### src/design/isort_pkg.sv
// Shared constants and types for the insertion sorter.
package isort_pkg;

    localparam int MAX_ELEMENTS = 64;
    localparam int DATA_W       = 32;

    // Operation broadcast to every cell of the chain
    typedef enum logic [1:0] {
        CELL_HOLD,
        CELL_INSERT,
        CELL_DRAIN
    } cell_op_t;

    // What one cell shows to its neighbors
    typedef struct packed {
        logic                     valid;
        logic                     greater;
        logic signed [DATA_W-1:0] data;
    } cell_link_t;

endpackage

### src/design/isort_cell.sv
// One compare-and-shift cell of the sorting chain.
module isort_cell (
    input  logic                              aclk,
    input  logic                              aresetn,
    input  isort_pkg::cell_op_t               op,
    input  logic signed [isort_pkg::DATA_W-1:0] in_word,
    input  isort_pkg::cell_link_t             left_link,
    input  isort_pkg::cell_link_t             right_link,
    output isort_pkg::cell_link_t             own_link
);
    import isort_pkg::*;

    logic                     valid_reg;
    logic                     valid_next;
    logic signed [DATA_W-1:0] data_reg;
    logic signed [DATA_W-1:0] data_next;
    logic                     greater;
    logic                     insert_here;

    // Flag a stored word that must move right to make room
    assign greater = valid_reg && (data_reg > in_word);

    // Take the new word where the left side stays and this cell moves or is empty
    assign insert_here = left_link.valid && !left_link.greater && (greater || !valid_reg);

    assign own_link.valid   = valid_reg;
    assign own_link.greater = greater;
    assign own_link.data    = data_reg;

    // Select the next contents of the cell
    always_comb begin
        valid_next = valid_reg;
        data_next  = data_reg;
        case (op)
            CELL_INSERT: begin
                if (left_link.greater) begin
                    data_next  = left_link.data;
                    valid_next = 1'b1;
                end else if (insert_here) begin
                    data_next  = in_word;
                    valid_next = 1'b1;
                end
            end
            CELL_DRAIN: begin
                data_next  = right_link.data;
                valid_next = right_link.valid;
            end
            default: begin
                valid_next = valid_reg;
                data_next  = data_reg;
            end
        endcase
    end

    // Hold the cell contents; reset empties the cell
    always_ff @(posedge aclk) begin
        if (!aresetn) begin
            valid_reg <= 1'b0;
        end else begin
            valid_reg <= valid_next;
        end
        data_reg <= data_next;
    end

endmodule

### config.mk
export PLATFORM = sky130hd
export DESIGN_NAME = isort_cell
export DESIGN_NICKNAME = d
export VERILOG_FILES = /design/src/design/isort_pkg.sv /design/src/design/isort_cell.sv
export SDC_FILE = /design/constraint.sdc
export NUM_CORES = 1
export LEC_CHECK = 0
export BUFFER_PORTS_ARGS = -buffer_cell sky130_fd_sc_hd__buf_2
export CORE_MARGIN = 2
export CORE_UTILIZATION = 49
export CTS_CLUSTER_DIAMETER = 80
export DETAILED_ROUTE_END_ITERATION = 12
export PLACE_DENSITY = 0.86
export SLEW_MARGIN = 0
export SYNTH_ARGS = -nofsm -noshare
export SYNTH_HDL_FRONTEND = slang
export SYNTH_SLANG_ARGS = --single-unit
### constraint.sdc
create_clock -name aclk -period 10.9 [get_ports aclk]
set_clock_uncertainty 0.2 [all_clocks]
set_input_delay 1.09 -clock aclk [delete_from_list [all_inputs] [get_ports aclk]]
set_output_delay 1.09 -clock aclk [all_outputs]
set_load 0.005 [all_outputs]
# == Yosys cells after proc, flatten, opt, wreduce, memory -nomap -nowiden ==
# Cells that the tools add are included.
# op_classes
eq_ne,3
n_mux,6
n_reduce_logical,8
order_cmp,1
# ops
cell,n
32-bit 2-to-1 mux,2
32-bit case mux with 2 select lines,1
32-bit greater-than comparator,1
1-bit logical AND,3
3-bit != test (second input constant),1
2-bit by 1-bit == test with 1-bit output (second input constant),1
2-bit == test (second input constant),1
1-bit zero test,2
1-bit 2-to-1 mux,2
1-bit case mux with 2 select lines,1
2-bit AND reduction,1
2-bit nonzero test,1
1-bit logical OR,1
# totals
regBits,33
out_inout_bits,34
in_bits,104
wordCells,20

# == Longest topological paths before layout ==
# depth
word_depth,7
mapped_depth,9
depth_no_buf,8

# == Worst setup path before layout ==
# Ideal clock, no wire load.
# synth_path
path_kind,input to register
start,in in_word[31] (netlist name)
end,"reg data_reg[0], enable pin"
setup_slack_ns,6.401
cell_stages,8
n_path_buf,0
setup_time_ns,0.432
t_arrival_ns,3.867
path_cell_list,inv_1 > ha_1 > nand4_4 > nor4_4 > a211o_2 > o31a_1 > o22ai_1 > a21oi_1
# synth_via
elab_chain_len,6
# synth_rtl
item,line_no,rtl
"start, declared",isort_cell.sv:6,"input logic signed [isort_pkg::DATA_W-1:0] in_word,"
32-bit greater-than comparator,isort_cell.sv:21,assign greater = valid_reg && (data_reg > in_word);
1-bit logical AND,isort_cell.sv:21,
1-bit logical OR,isort_cell.sv:24,assign insert_here = left_link.valid && !left_link.greater && (greater || !valid_reg);
1-bit logical AND,isort_cell.sv:24,
3-bit != test (no line),-,
2-bit AND reduction (no line),-,
"end signal, assigned",isort_cell.sv:62,data_reg <= data_next;
"end, declared",isort_cell.sv:15,logic signed [DATA_W-1:0] data_reg;
# No other way between the ends.
# A chain may end at the register's enable or synchronous reset.

==> results.cfg <==
[job]
max_cap_viol_count = 0

[sta]
fin_crit_ns = 4.22
finalSetupViolCount = 0
timing.slew.headroom = 0.227
fmax_ghz = 0.237
slew_viol_final = 0
rsz0062_at_grt = false
tightest_slew_ns = 1.16
finalSetupTns_ns = 0
hold_viol = 0
min_period_over_period = 0.388

[cts]
ctsHoldBuffers = 0
clk_pin_slew_worst_paths_ns = 0.07
htreeDepth = 2
post_cts_buffers = 0
cts_root_buf = clkbuf_8
max-clock-path-buffers = 2
cts_num_sinks = 33
cts_buffers = 5
clock_latency_ns = 0.28
cts_resized = 0
cts_tree = built

[yosys]
synth_seq_cells = 33
yosysSeqAreaShare = 0.380
yosys.area.top_type = edfxtp_1
syn_nets = 404
yosys.cell_types.count = 37
synthArstFlopShare = 0
netlist_instances = 268
syn_area_per_cell_sq_um = 9.64
synth_area_sq_um = 2580
synth_edf_count = 32
ys.flop_type = edfxtp_1
synth_top_area_share = 0.372
synth_area_leaders = edfxtp_1 (37%), ha_1 (16%), mux2i_1 (13%), o21ai_0 (6.0%), nand2_1 (5.4%)
yosysWarnings = 0

[power_and_ir_drop]
p_leak_nw = 1.75
p_clk_frac = 0.242
p_sw_frac = 0.297
p_seq_frac = 0.460
p_comb_frac = 0.298
power.density_nw_per_um2 = 106
intPower_mw = 0.251
ir_drop_uv = 69.7
p_sw_mw = 0.106

[grt]
grt_max_degree = 67
grt_pass1_vias = 2403
track_usage = 0.214
grt_pass1_wl_um = 10300
gr-total-overflow = 0
antenna_found_initial = 0

[drt]
drt_iter0_drc = 66
drc_errors = 0
drtPass1Iterations = 4
avgRoutedWirePerCell_um = 13.1
vias = 2386
wl_um = 6150
final_antenna_net_count = 0
vias_per_cell = 5.09

[setup_path]
end_kind = output port
r2r_slack_ns = 7.67
critPathBufInv = 3
cp_max_fo = 3
cpPeakStageDelay_ns = 0.31
r2r_start = data_reg[31]
cp_cell_sequence = buf_2, inv_1, ha_1, nand4_1, nor3_1, a21boi_1, o31a_1, nor2_1, nor4b_2, buf_2
worstPathRequired_ns = 9.61
r2r_cells = 7
r2r-end = data_reg[0]
crit_top_cell = buf_2
startpoint = in_word[15]
start_kind = input pin
critical-path-top-delay-family = simple AND/OR/NAND/NOR gates
cp.depth = 10
worstSetupEndpoint = own_link[32]
critPathArrivalTime_ns = 2.93
path_class = in -> out
cp_slowest_cell = ha_1

[floorplan]
pin_count = 138
die_h_um = 76.6
core_area_sq_um = 5110
initial_utilization = 0.506
die_x_um = 76.6
num_rows = 26
dieArea_sq_um = 5870

[final_layout]
drive_above_1_share = 0.373
synthToLayoutAreaGrowth_pct = 31.3
nNetsFinal = 534
final_common_cell = buf_2
largest_reg_flops = 32
final_area_sq_um = 3390
nFillCells = 434
antenna_cells = 0
final_cell_mix = buf_2 (136), nand2_1 (37), mux2i_1 (33)

[place]
io_buffers = 136
dpl.hpwl_um = 4930
placed_cell_area_sq_um = 3310
place_congestion = 0.776

[status]
status = finished, final reports clean

[hold_path]
hp-class = reg -> reg
routing by layer:
layer	track usage	vias to the layer above	wire length, um
li1	-	1225	-
met1	0.249	1082	2580
met2	0.397	72	3200
met3	0.0438	7	295
met4	0.0564	0	70
met5	0	-	0
worst register-to-register path, stage by stage (launching register included):
cell and delay [ns]:
edfxtp_1 0.42, ha_1 0.44, nand4_4 0.17, nor4_4 0.34, a211o_2 0.15, o31a_1 0.16
o22ai_1 0.12, a21oi_4 0.85
power by group through the flow:
| stage | Combinational (mW) | Sequential (mW) | Clock, mW |
|---|---|---|---|
| final | 0.107 | 0.164 | 0.0867 |
| after global routing | 0.121 | 0.166 | 0.0938 |
| after CTS | 0.108 | 0.164 | 0.0885 |
| after detailed placement | 0.107 | 0.167 | 0 |
| after global placement | 0.104 | 0.166 | 0 |
| after floorplan | 0.0596 | 0.168 | 0 |
cell families after synthesis:
| group | count (synthesis) | synth area share |
|---|---|---|
| AO/OA/AOI/OAI | 62 | 0.141 |
| AND/OR/NAND/NOR | 62 | 0.123 |
| buffers and inverters | 45 | 0.0698 |
| multiplexers | 33 | 0.128 |
| flip-flops | 33 | 0.380 |
| adder cells (fa/ha/maj) | 32 | 0.155 |
| XOR/XNOR | 1 | 0.00339 |
area by class of cell:
cell class,count,area [sq um],area share
multi-input cells,190,1440,0.425
clock inverters,3,12.5,0.00369
inverters,32,120,0.0354
well taps,70,87.6,0.0258
repair buffers,136,681,0.201
clock buffers,5,68.8,0.0203
flip-flops and latches,33,981,0.289
per-stage QoR:
stage	util	hold WS, ns	total power, mW	std cells	setup slack [ns]
CTS	0.664	0.392	0.361	469	6.66
global placement	0.648	0.361	0.270	461	6.66
floorplan	-	0.320	0.228	268	6.40
finish	0.664	0.379	0.358	469	6.68
detailed placement	0.648	0.376	0.275	461	6.68
global route	0.664	0.437	0.381	469	6.48
worst min-delay path by stage:
stage                     startpoint  cells after the start  slack (ns)        end
after floorplan            valid_reg                      1        0.32  valid_reg
after global placement     valid_reg                      1        0.36  valid_reg
after detailed placement   valid_reg                      1        0.38  valid_reg
after CTS                  valid_reg                      1        0.39  valid_reg
after global routing       valid_reg                      1        0.44  valid_reg
final                      valid_reg                      1        0.38  valid_reg
cell usage after synthesis, drive strengths merged (3+ instances only):
cell type,count
a21o,3
a21oi,10
buf,5
clkbuf,8
edfxtp,32
ha,32
inv,32
mux2i,33
nand2,37
nand4,7
nor2,6
nor3,3
o211ai,3
o21ai,34
Note: power is estimated with default switching activity, not from simulation.
